<file path="src/design/dcs_pkg.sv">
// Shared types and constants for the dosing cycle sequencer.
// No dependencies; every other design file refers to this package by scoped names.
package dcs_pkg;

    // Width of a tared scale reading
    localparam int WEIGHT_BITS = 16;

    // Signed width for weight comparisons. It covers the weight, the arm and settle
    // levels and the fill thresholds.
    localparam int CMP_BITS = ((WEIGHT_BITS > 16) ? WEIGHT_BITS : 16) + 2;

    // Configuration port
    localparam int CFG_ADDR_BITS = 3;
    localparam int CFG_DATA_BITS = 16;

    // Register map
    typedef enum logic [CFG_ADDR_BITS-1:0] {
        CFG_AUTO_ENABLE   = 3'd0,
        CFG_AUTO_DELAY    = 3'd1,
        CFG_TARGET        = 3'd2,
        CFG_CORRECTION    = 3'd3,
        CFG_REVERSE_TIME  = 3'd4,
        CFG_FAST_RATE     = 3'd5,
        CFG_SLOW_RATE     = 3'd6
    } t_cfg_addr;

    localparam logic [15:0] AUTO_DELAY_RESET = 16'd1000;

    // Command codes
    typedef enum logic [1:0] {
        CMD_NONE  = 2'd0,
        CMD_START = 2'd1,
        CMD_ABORT = 2'd2
    } t_cmd;

    // Container removed / container settled levels
    localparam logic signed [CMP_BITS-1:0] ARM_LEVEL    = CMP_BITS'(-400);
    localparam logic signed [CMP_BITS-1:0] SETTLE_LEVEL = CMP_BITS'(-10);

    // Cycle duration is kept in ms up to the point where the 100 ms count saturates
    localparam int          DIFF_BITS      = 23;
    localparam logic [31:0] TIME_SAT_MS    = 32'd6553600;
    localparam logic [DIFF_BITS-1:0] TIME_SAT_CLAMP = 23'd6553500;

    // x/100 = ((x >> 2) * DIV25_MULT) >> DIV25_SHIFT, exact for x < 2^23
    localparam logic [21:0] DIV25_MULT  = 22'd2684355;
    localparam int          DIV25_SHIFT = 26;

    // (4*t)/5 = ((4*t) * DIV5_MULT) >> DIV5_SHIFT, exact for 4*t < 2^17
    localparam logic [17:0] DIV5_MULT  = 18'd209716;
    localparam int          DIV5_SHIFT = 20;

    // Configuration as seen by the core
    typedef struct packed {
        logic        auto_enable;
        logic [15:0] auto_delay;
        logic [14:0] target;
        logic [14:0] correction;
        logic [15:0] reverse_time;
        logic [15:0] fast_rate;
        logic [15:0] slow_rate;
        logic [14:0] slow_at;      // floor(target * 80 / 100)
    } t_cfg;

    // One loop request
    typedef struct packed {
        logic                          sample_valid;
        logic signed [WEIGHT_BITS-1:0] weight;
        logic [31:0]                   now_ms;
        logic [1:0]                    command;
    } t_item;

    // Core result, cycle time still in ms
    typedef struct packed {
        logic                          pump_enable;
        logic                          pump_reverse;
        logic [15:0]                   pump_rate;
        logic                          dosing;
        logic                          tare_request;
        logic                          cycle_finished;
        logic [DIFF_BITS-1:0]          rec_diff;
        logic signed [WEIGHT_BITS-1:0] last_weight;
    } t_mid;

    // Final result
    typedef struct packed {
        logic                          pump_enable;
        logic                          pump_reverse;
        logic [15:0]                   pump_rate;
        logic                          dosing;
        logic                          tare_request;
        logic                          cycle_finished;
        logic [15:0]                   cycle_time;
        logic signed [WEIGHT_BITS-1:0] last_weight;
    } t_result;

endpackage

</file>
<file path="src/design/dcs_core.sv">
// Sequencer state and per-request control logic, closed by the core result register.
// Depends on dcs_pkg.
module dcs_core (
    input  logic                 i_clk,
    input  logic                 i_rst_n,
    input  dcs_pkg::t_cfg        i_cfg,
    input  logic                 i_in_valid,
    input  dcs_pkg::t_item       i_in,
    output logic                 o_in_ready,
    output logic                 o_mid_valid,
    output dcs_pkg::t_mid        o_mid,
    input  logic                 i_mid_ready
);

    // State registers
    logic signed [dcs_pkg::WEIGHT_BITS-1:0] r_held, n_held;
    logic                                   r_active, n_active;
    logic                                   r_started, n_started;
    logic                                   r_abort, n_abort;
    logic                                   r_armed, n_armed;
    logic                                   r_settle_timing, n_settle_timing;
    logic [31:0]                            r_settle_start, n_settle_start;
    logic [31:0]                            r_cycle_start, n_cycle_start;
    logic [31:0]                            r_rev_start, n_rev_start;
    logic                                   r_pump_on, n_pump_on;
    logic                                   r_dir, n_dir;
    logic [15:0]                            r_freq, n_freq;
    logic [dcs_pkg::DIFF_BITS-1:0]          r_rec_diff, n_rec_diff;
    logic signed [dcs_pkg::WEIGHT_BITS-1:0] r_rec_weight, n_rec_weight;

    logic          r_mid_valid;
    dcs_pkg::t_mid r_mid;

    logic                                n_tare;
    logic                                n_finished;
    logic signed [dcs_pkg::CMP_BITS-1:0] held_x;
    logic signed [dcs_pkg::CMP_BITS-1:0] stop_at;
    logic signed [dcs_pkg::CMP_BITS-1:0] slow_at_x;
    logic [31:0]                         settle_gap;
    logic [31:0]                         rev_gap;
    logic [31:0]                         cyc_gap;
    logic                                take;

    // Take a request when the result register is free or drains this cycle
    assign o_in_ready = !r_mid_valid || i_mid_ready;
    assign take       = i_in_valid && o_in_ready;

    // Fill thresholds
    assign stop_at   = dcs_pkg::CMP_BITS'(signed'({1'b0, i_cfg.target}))
                     - dcs_pkg::CMP_BITS'(signed'({1'b0, i_cfg.correction}));
    assign slow_at_x = signed'(dcs_pkg::CMP_BITS'({1'b0, i_cfg.slow_at}));

    // Step: sample, command, auto start, then cycle logic
    always_comb begin
        n_held          = r_held;
        n_active        = r_active;
        n_started       = r_started;
        n_abort         = r_abort;
        n_armed         = r_armed;
        n_settle_timing = r_settle_timing;
        n_settle_start  = r_settle_start;
        n_cycle_start   = r_cycle_start;
        n_rev_start     = r_rev_start;
        n_pump_on       = r_pump_on;
        n_dir           = r_dir;
        n_freq          = r_freq;
        n_rec_diff      = r_rec_diff;
        n_rec_weight    = r_rec_weight;
        n_tare          = 1'b0;
        n_finished      = 1'b0;
        settle_gap      = 32'd0;
        rev_gap         = 32'd0;
        cyc_gap         = 32'd0;

        // Capture a new sample
        if (i_in.sample_valid) begin
            n_held = i_in.weight;
        end
        held_x = dcs_pkg::CMP_BITS'(n_held);

        // Apply the command; the abort stays pending until a cycle runs
        if (i_in.command == dcs_pkg::CMD_START) begin
            n_active = 1'b1;
        end else if (i_in.command == dcs_pkg::CMD_ABORT) begin
            n_abort = 1'b1;
        end

        // Auto start: arm on removal, start once settled long enough
        if (i_cfg.auto_enable && !n_active) begin
            if (held_x < dcs_pkg::ARM_LEVEL) begin
                n_armed = 1'b1;
            end
            if (held_x > dcs_pkg::SETTLE_LEVEL && n_armed) begin
                if (!n_settle_timing) begin
                    n_settle_timing = 1'b1;
                    n_settle_start  = i_in.now_ms;
                end
                settle_gap = i_in.now_ms - n_settle_start;
                if (settle_gap > {16'd0, i_cfg.auto_delay}) begin
                    n_armed         = 1'b0;
                    n_active        = 1'b1;
                    n_settle_timing = 1'b0;
                end
            end
        end

        // Dosing cycle
        if (n_active) begin
            if (!n_started) begin
                n_started     = 1'b1;
                n_tare        = 1'b1;
                n_pump_on     = 1'b1;
                n_cycle_start = i_in.now_ms;
            end
            if (n_abort) begin
                n_dir     = 1'b0;
                n_abort   = 1'b0;
                n_active  = 1'b0;
                n_pump_on = 1'b0;
                n_started = 1'b0;
            end
            if (held_x >= stop_at) begin
                // Target reached: reverse, then finish after the suck-back time
                n_freq  = i_cfg.fast_rate;
                n_dir   = 1'b1;
                rev_gap = i_in.now_ms - n_rev_start;
                if (rev_gap > {16'd0, i_cfg.reverse_time}) begin
                    cyc_gap      = i_in.now_ms - n_cycle_start;
                    n_active     = 1'b0;
                    n_pump_on    = 1'b0;
                    n_started    = 1'b0;
                    n_rec_diff   = (cyc_gap >= dcs_pkg::TIME_SAT_MS) ?
                                   dcs_pkg::TIME_SAT_CLAMP : cyc_gap[dcs_pkg::DIFF_BITS-1:0];
                    n_rec_weight = n_held;
                    n_finished   = 1'b1;
                end
            end else begin
                // Still filling: slow down near target
                n_rev_start = i_in.now_ms;
                n_dir       = 1'b0;
                n_freq      = (held_x > slow_at_x) ? i_cfg.slow_rate : i_cfg.fast_rate;
            end
        end
    end

    // Hold state and the result register
    always_ff @(posedge i_clk) begin
        if (!i_rst_n) begin
            r_held          <= '0;
            r_active        <= 1'b0;
            r_started       <= 1'b0;
            r_abort         <= 1'b0;
            r_armed         <= 1'b0;
            r_settle_timing <= 1'b0;
            r_settle_start  <= '0;
            r_cycle_start   <= '0;
            r_rev_start     <= '0;
            r_pump_on       <= 1'b0;
            r_dir           <= 1'b0;
            r_freq          <= '0;
            r_rec_diff      <= '0;
            r_rec_weight    <= '0;
            r_mid_valid     <= 1'b0;
        end else begin
            if (take) begin
                r_held          <= n_held;
                r_active        <= n_active;
                r_started       <= n_started;
                r_abort         <= n_abort;
                r_armed         <= n_armed;
                r_settle_timing <= n_settle_timing;
                r_settle_start  <= n_settle_start;
                r_cycle_start   <= n_cycle_start;
                r_rev_start     <= n_rev_start;
                r_pump_on       <= n_pump_on;
                r_dir           <= n_dir;
                r_freq          <= n_freq;
                r_rec_diff      <= n_rec_diff;
                r_rec_weight    <= n_rec_weight;
            end
            if (o_in_ready) begin
                r_mid_valid <= i_in_valid;
            end
        end
    end

    // Result payload
    always_ff @(posedge i_clk) begin
        if (take) begin
            r_mid.pump_enable    <= n_pump_on;
            r_mid.pump_reverse   <= n_dir;
            r_mid.pump_rate      <= n_freq;
            r_mid.dosing         <= n_started;
            r_mid.tare_request   <= n_tare;
            r_mid.cycle_finished <= n_finished;
            r_mid.rec_diff       <= n_rec_diff;
            r_mid.last_weight    <= n_rec_weight;
        end
    end

    assign o_mid_valid = r_mid_valid;
    assign o_mid       = r_mid;

endmodule

</file>
<file path="src/design/dcs_out.sv">
// Output stage: converts the recorded cycle duration to 100 ms units and holds the result.
// Depends on dcs_pkg.
module dcs_out (
    input  logic                i_clk,
    input  logic                i_rst_n,
    input  logic                i_mid_valid,
    input  dcs_pkg::t_mid       i_mid,
    output logic                o_mid_ready,
    output logic                o_valid,
    output dcs_pkg::t_result    o_result,
    input  logic                i_stall
);

    logic                  r_valid;
    dcs_pkg::t_result      r_result;
    logic [42:0]           prod;
    logic [15:0]           cycle_time;

    // Divide by 100 with a reciprocal multiply; the duration is below 2^23 ms
    assign prod       = 43'(i_mid.rec_diff[dcs_pkg::DIFF_BITS-1:2]) * 43'(dcs_pkg::DIV25_MULT);
    assign cycle_time = prod[dcs_pkg::DIV25_SHIFT +: 16];

    // Accept when empty or when the held result leaves
    assign o_mid_ready = !r_valid || !i_stall;

    always_ff @(posedge i_clk) begin
        if (!i_rst_n) begin
            r_valid <= 1'b0;
        end else if (o_mid_ready) begin
            r_valid <= i_mid_valid;
        end
    end

    // Load the result payload
    always_ff @(posedge i_clk) begin
        if (o_mid_ready && i_mid_valid) begin
            r_result.pump_enable    <= i_mid.pump_enable;
            r_result.pump_reverse   <= i_mid.pump_reverse;
            r_result.pump_rate      <= i_mid.pump_rate;
            r_result.dosing         <= i_mid.dosing;
            r_result.tare_request   <= i_mid.tare_request;
            r_result.cycle_finished <= i_mid.cycle_finished;
            r_result.cycle_time     <= cycle_time;
            r_result.last_weight    <= i_mid.last_weight;
        end
    end

    assign o_valid  = r_valid;
    assign o_result = r_result;

endmodule

</file>
<file path="src/design/dosing_cycle_sequencer.sv">
// Top level of the dosing cycle sequencer: configuration registers, input register,
// core and output stage. Depends on dcs_pkg, dcs_core and dcs_out.
//
// One loop request (sample, timestamp, command) gives one result. A request is taken
// in every cycle as long as the output side keeps up; its result passes through the
// input register, the core result register and the output register. The core state is
// updated in the single cycle in which a request moves from the input register to the
// core result register, which is what allows the next request to follow directly. The
// 100 ms cycle-time division is a reciprocal multiply in the output stage. Configuration
// writes take effect on the next cycle; the user must make them while no request is in
// flight, which the block itself does not enforce.
module dosing_cycle_sequencer (
    input  logic                                   i_clk,
    input  logic                                   i_rst_n,
    // Configuration
    input  logic                                   i_cfg_wr_en,
    input  logic [dcs_pkg::CFG_ADDR_BITS-1:0]      i_cfg_addr,
    input  logic [dcs_pkg::CFG_DATA_BITS-1:0]      i_cfg_wdata,
    // Request channel
    input  logic                                   i_valid,
    output logic                                   o_stall,
    input  logic                                   i_sample_valid,
    input  logic signed [dcs_pkg::WEIGHT_BITS-1:0] i_weight,
    input  logic [31:0]                            i_now_ms,
    input  logic [1:0]                             i_command,
    // Result channel
    output logic                                   o_valid,
    input  logic                                   i_stall,
    output logic                                   o_pump_enable,
    output logic                                   o_pump_reverse,
    output logic [15:0]                            o_pump_rate,
    output logic                                   o_dosing,
    output logic                                   o_tare_request,
    output logic                                   o_cycle_finished,
    output logic [15:0]                            o_cycle_time,
    output logic signed [dcs_pkg::WEIGHT_BITS-1:0] o_last_weight
);

    dcs_pkg::t_cfg    r_cfg;
    logic             r_in_valid;
    dcs_pkg::t_item   r_in;
    logic             core_ready;
    logic             mid_valid;
    dcs_pkg::t_mid    mid;
    logic             mid_ready;
    dcs_pkg::t_result result;
    logic             in_ready;
    logic [16:0]      target_x4;
    logic [34:0]      slow_prod;

    // Slow threshold floor(target * 4 / 5) for a target write
    assign target_x4 = {i_cfg_wdata[14:0], 2'b00};
    assign slow_prod = 35'(target_x4) * 35'(dcs_pkg::DIV5_MULT);

    // Configuration registers; unknown indexes drop
    always_ff @(posedge i_clk) begin
        if (!i_rst_n) begin
            r_cfg.auto_enable  <= 1'b0;
            r_cfg.auto_delay   <= dcs_pkg::AUTO_DELAY_RESET;
            r_cfg.target       <= '0;
            r_cfg.correction   <= '0;
            r_cfg.reverse_time <= '0;
            r_cfg.fast_rate    <= '0;
            r_cfg.slow_rate    <= '0;
            r_cfg.slow_at      <= '0;
        end else if (i_cfg_wr_en) begin
            case (i_cfg_addr)
                dcs_pkg::CFG_AUTO_ENABLE: begin
                    r_cfg.auto_enable <= i_cfg_wdata[0];
                end
                dcs_pkg::CFG_AUTO_DELAY: begin
                    r_cfg.auto_delay <= i_cfg_wdata;
                end
                dcs_pkg::CFG_TARGET: begin
                    r_cfg.target  <= i_cfg_wdata[14:0];
                    r_cfg.slow_at <= slow_prod[dcs_pkg::DIV5_SHIFT +: 15];
                end
                dcs_pkg::CFG_CORRECTION: begin
                    r_cfg.correction <= i_cfg_wdata[14:0];
                end
                dcs_pkg::CFG_REVERSE_TIME: begin
                    r_cfg.reverse_time <= i_cfg_wdata;
                end
                dcs_pkg::CFG_FAST_RATE: begin
                    r_cfg.fast_rate <= i_cfg_wdata;
                end
                dcs_pkg::CFG_SLOW_RATE: begin
                    r_cfg.slow_rate <= i_cfg_wdata;
                end
                default: begin
                end
            endcase
        end
    end

    // Input register
    assign in_ready = !r_in_valid || core_ready;
    assign o_stall  = !in_ready;

    always_ff @(posedge i_clk) begin
        if (!i_rst_n) begin
            r_in_valid <= 1'b0;
        end else if (in_ready) begin
            r_in_valid <= i_valid;
        end
    end

    always_ff @(posedge i_clk) begin
        if (in_ready && i_valid) begin
            r_in.sample_valid <= i_sample_valid;
            r_in.weight       <= i_weight;
            r_in.now_ms       <= i_now_ms;
            r_in.command      <= i_command;
        end
    end

    dcs_core u_core (
        .i_clk       (i_clk),
        .i_rst_n     (i_rst_n),
        .i_cfg       (r_cfg),
        .i_in_valid  (r_in_valid),
        .i_in        (r_in),
        .o_in_ready  (core_ready),
        .o_mid_valid (mid_valid),
        .o_mid       (mid),
        .i_mid_ready (mid_ready)
    );

    dcs_out u_out (
        .i_clk       (i_clk),
        .i_rst_n     (i_rst_n),
        .i_mid_valid (mid_valid),
        .i_mid       (mid),
        .o_mid_ready (mid_ready),
        .o_valid     (o_valid),
        .o_result    (result),
        .i_stall     (i_stall)
    );

    assign o_pump_enable    = result.pump_enable;
    assign o_pump_reverse   = result.pump_reverse;
    assign o_pump_rate      = result.pump_rate;
    assign o_dosing         = result.dosing;
    assign o_tare_request   = result.tare_request;
    assign o_cycle_finished = result.cycle_finished;
    assign o_cycle_time     = result.cycle_time;
    assign o_last_weight    = result.last_weight;

endmodule

</file>
<file path="config.mk">
export PLATFORM = sky130hd
export DESIGN_NAME = dosing_cycle_sequencer
export DESIGN_NICKNAME = d
export VERILOG_FILES = /design/src/design/dcs_pkg.sv /design/src/design/dcs_core.sv /design/src/design/dcs_out.sv /design/src/design/dosing_cycle_sequencer.sv
export SDC_FILE = /design/constraint.sdc
export NUM_CORES = 2
export LEC_CHECK = 0
export ABC_CLOCK_PERIOD_IN_PS = 11650
export BUFFER_PORTS_ARGS = -buffer_cell sky130_fd_sc_hd__buf_2
export CAP_MARGIN = 20
export CORE_ASPECT_RATIO = 1.2
export CORE_UTILIZATION = 45
export DETAILED_ROUTE_END_ITERATION = 10
export PLACE_DENSITY = 0.57
export SLEW_MARGIN = 5
export SYNTH_ARGS = -nofsm -noshare
export SYNTH_HDL_FRONTEND = slang
export SYNTH_HIERARCHICAL = 1
export SYNTH_SLANG_ARGS = --single-unit
</file>
<file path="constraint.sdc">
create_clock -name i_clk -period 11.65 [get_ports i_clk]
set_input_delay 1.7475 -clock i_clk [delete_from_list [all_inputs] [get_ports i_clk]]
set_output_delay 1.7475 -clock i_clk [all_outputs]
set_load 0.02 [all_outputs]
</file>
==> flow_metrics.tcl <==
set metrics [dict create \
    tightest_slew_ns 1.06 \
    fmax_ghz 0.137 \
    core_um2 79500 \
    ctsResizeCount 0 \
    die_h_um 313 \
    vias_per_cell 5.47 \
    top_layer "met4" \
    layout_min_cycle_time_ns 7.29 \
    nNetsFinal 4744 \
    antenna_found_initial 1 \
    cts_hold_buf 0 \
    setup_viol 0 \
    maxCapViolCount 0 \
    startpoint_type "flop" \
    fin_area_um2 39500 \
    gp_congestion 0.901 \
    dr.pass1.iters 11 \
    syn_nets 4679 \
    dp_hpwl_mm 74.5 \
    grt_pass1_wl_mm 151 \
    status "finished with violations" \
    cts_made_buffers 49 \
    port-buffer-count 129 \
    area.growth.synth_to_final_pct 8.98 \
    globalRouteTotalUtil_pct 23.7 \
    dp_slack_ns 4.49 \
    grt_pass1_vias 27600 \
    hold_class "flop to flop" \
    power_density_nw_per_um2 260 \
    drive_gt1_share_pct 9.34 \
    clk_pin_slew_ns 0.06 \
    start_util_pct 45.6 \
    drtIter0Drc 1487 \
    multi_input_area_um2 23300 \
    cts_tree "done" \
    failed_checks "design-rule violations" \
    final.period_utilization_pct 62.6 \
    fin_ws_ns 4.36 \
    rsz0062_at_grt "no" \
    grt_start_max_net_pins 81 \
    slew_headroom_pct 29.7 \
    ir_drop_mv 0.327 \
    die_w_um 261 \
    drt-total-wl_mm 96.5 \
    timing.setup.tns_ns 0 \
    gr-total-overflow 0 \
    hold_viol 0 \
    wl_met3_mm 2.91 \
    clkLatencyLatePin_ns 0.62 \
    antenna_cells 0 \
    critPathMaxFanout 33 \
    seqCellArea_um2 10600 \
    cp.arrival_ns 7.65 \
    fin_skew_ns 0.0276 \
    cts_root_buf "clkbuf_16" \
    antenna_left 0 \
    io_pins 130 \
    detail_route.wl_per_cell_um 19.2 \
    drc 8 \
    ys_warn_count 6 \
    wl_met2_mm 47.9 \
    critical_path_required_ns 12.00 \
    cts_setup_buffers 0 \
    syn_avg_cell_area_um2 9.29 \
    placed_area_um2 37900 \
    critPathKind "flop to flop" \
    drv_slew 0 \
    syn_area_um2 36300 \
    syn_inst 3901 \
    fp-row-count 113 \
    clock_sinks 447 \
    wl_met1_mm 42.7 \
    cts_buffer_depth 3 \
    worst_setup_path_end_kind "flop" \
    p_leak_nw 17.2 \
    dieArea_um2 81700 \
    fillers 7577 \
    routed-via-count 27600 \
    htree_levels 2 \
]
-- worst paths after layout --
path | slack (ns) | start | depth (start not counted) | end
max | 4.36 | u_core/r_settle_timing | 21 | u_core/o_mid[20]
min | 0.40 | u_core/o_mid[54] | 0 | u_out/o_result[47]
max reg2reg | 4.36 | u_core/r_settle_timing | 21 | u_core/o_mid[20]
min reg2reg | 0.40 | u_core/o_mid[54] | 0 | u_out/o_result[47]
-- area by class of cell --
| type | instances | share of cell area (%) |
|---|---|---|
| timing repair buffer | 153 | 2.16 |
| inverter | 503 | 4.79 |
| clock inverter | 27 | 0.747 |
| clock buffer | 62 | 3.36 |
| tap | 1035 | 3.28 |
| sequential | 447 | 26.8 |
| multi-input combinational | 2812 | 58.9 |
-- flip-flops by register name, indices dropped and copies added, names as in the netlist, 16 cells and up --
| signal | cells |
|---|---|
| r_cfg | 110 |
| r_in | 51 |
| u_core/o_mid | 58 |
| u_core/r_cycle_start | 32 |
| u_core/r_freq | 16 |
| u_core/r_held | 16 |
| u_core/r_rec_diff | 21 |
| u_core/r_rec_weight | 16 |
| u_core/r_rev_start | 32 |
| u_core/r_settle_start | 32 |
| u_out/o_result | 53 |
-- worst max-delay path: stages, from the launching register on --
cell and delay [ns]:
dfxtp_2 1.02, mux2i_1 0.38, ha_1 0.33, a21oi_1 0.25, nand2_1 0.07, o21ai_0 0.53
a21oi_1 0.26, nand3_1 0.14, nand2_1 0.07, xor2_1 0.16, ha_1 0.31, nand4_1 0.16
or4_1 0.54, o21ai_0 0.14, nand4_1 0.12, a2111oi_0 0.64, nand4_1 0.50, a21oi_4 0.26
buf_4 0.38, nor2_4 0.23, buf_16 0.23, mux2_2 0.27
-- routing by layer --
| layer | vias up | GRT usage [%] |
|---|---|---|
| met5 | - | 0 |
| met4 | 0 | 7.48 |
| met3 | 151 | 2.13 |
| met2 | 476 | 41.9 |
| met1 | 13200 | 30.3 |
| li1 | 13700 | - |
-- layout by cell type (no fill, tap or decap), types with 14 or more instances in the layout --
cell and n:
a21oi_1 265, o21ai_0 131, clkbuf_16 50, mux2i_1 85, buf_4 23, o21bai_1 37
o211ai_1 29, fa_1 214, buf_2 128, dfxtp_1 283, or3_1 18, nor3_1 70
a31oi_1 27, o21ai_1 14, a211oi_1 101, ha_1 489, nor2_1 231, o21a_1 29
and3_1 22, or2_2 14, xor2_1 42, xnor2_1 70, nand2_1 397, mux2_2 77
nor2b_1 29, edfxtp_1 162, a21o_1 67, nand2b_1 24, o211a_1 16, nand4_1 39
nand3_1 82, inv_1 499, o31ai_1 14
-- power by group --
part | internal (mW) | leakage [nW] | switching [mW]
Combinational | 2.82 | 12.5 | 3.94
Sequential | 1.84 | 3.87 | 0.0696
Clock | 0.902 | 0.784 | 0.682
Total | 5.56 | 17.2 | 4.69
-- per-stage QoR --
stage	total power, mW	hold slack [ns]	instances	util (%)
after floorplan	7.16	0.400	3901	-
after global placement	8.67	0.401	4948	47.6
after detailed placement	8.68	0.407	4948	47.6
after CTS	10.4	0.409	5037	49.7
after global routing	11.3	0.410	5039	49.7
final	10.3	0.399	5039	49.7
No activity file was read; power rests on OpenSTA's default activity.
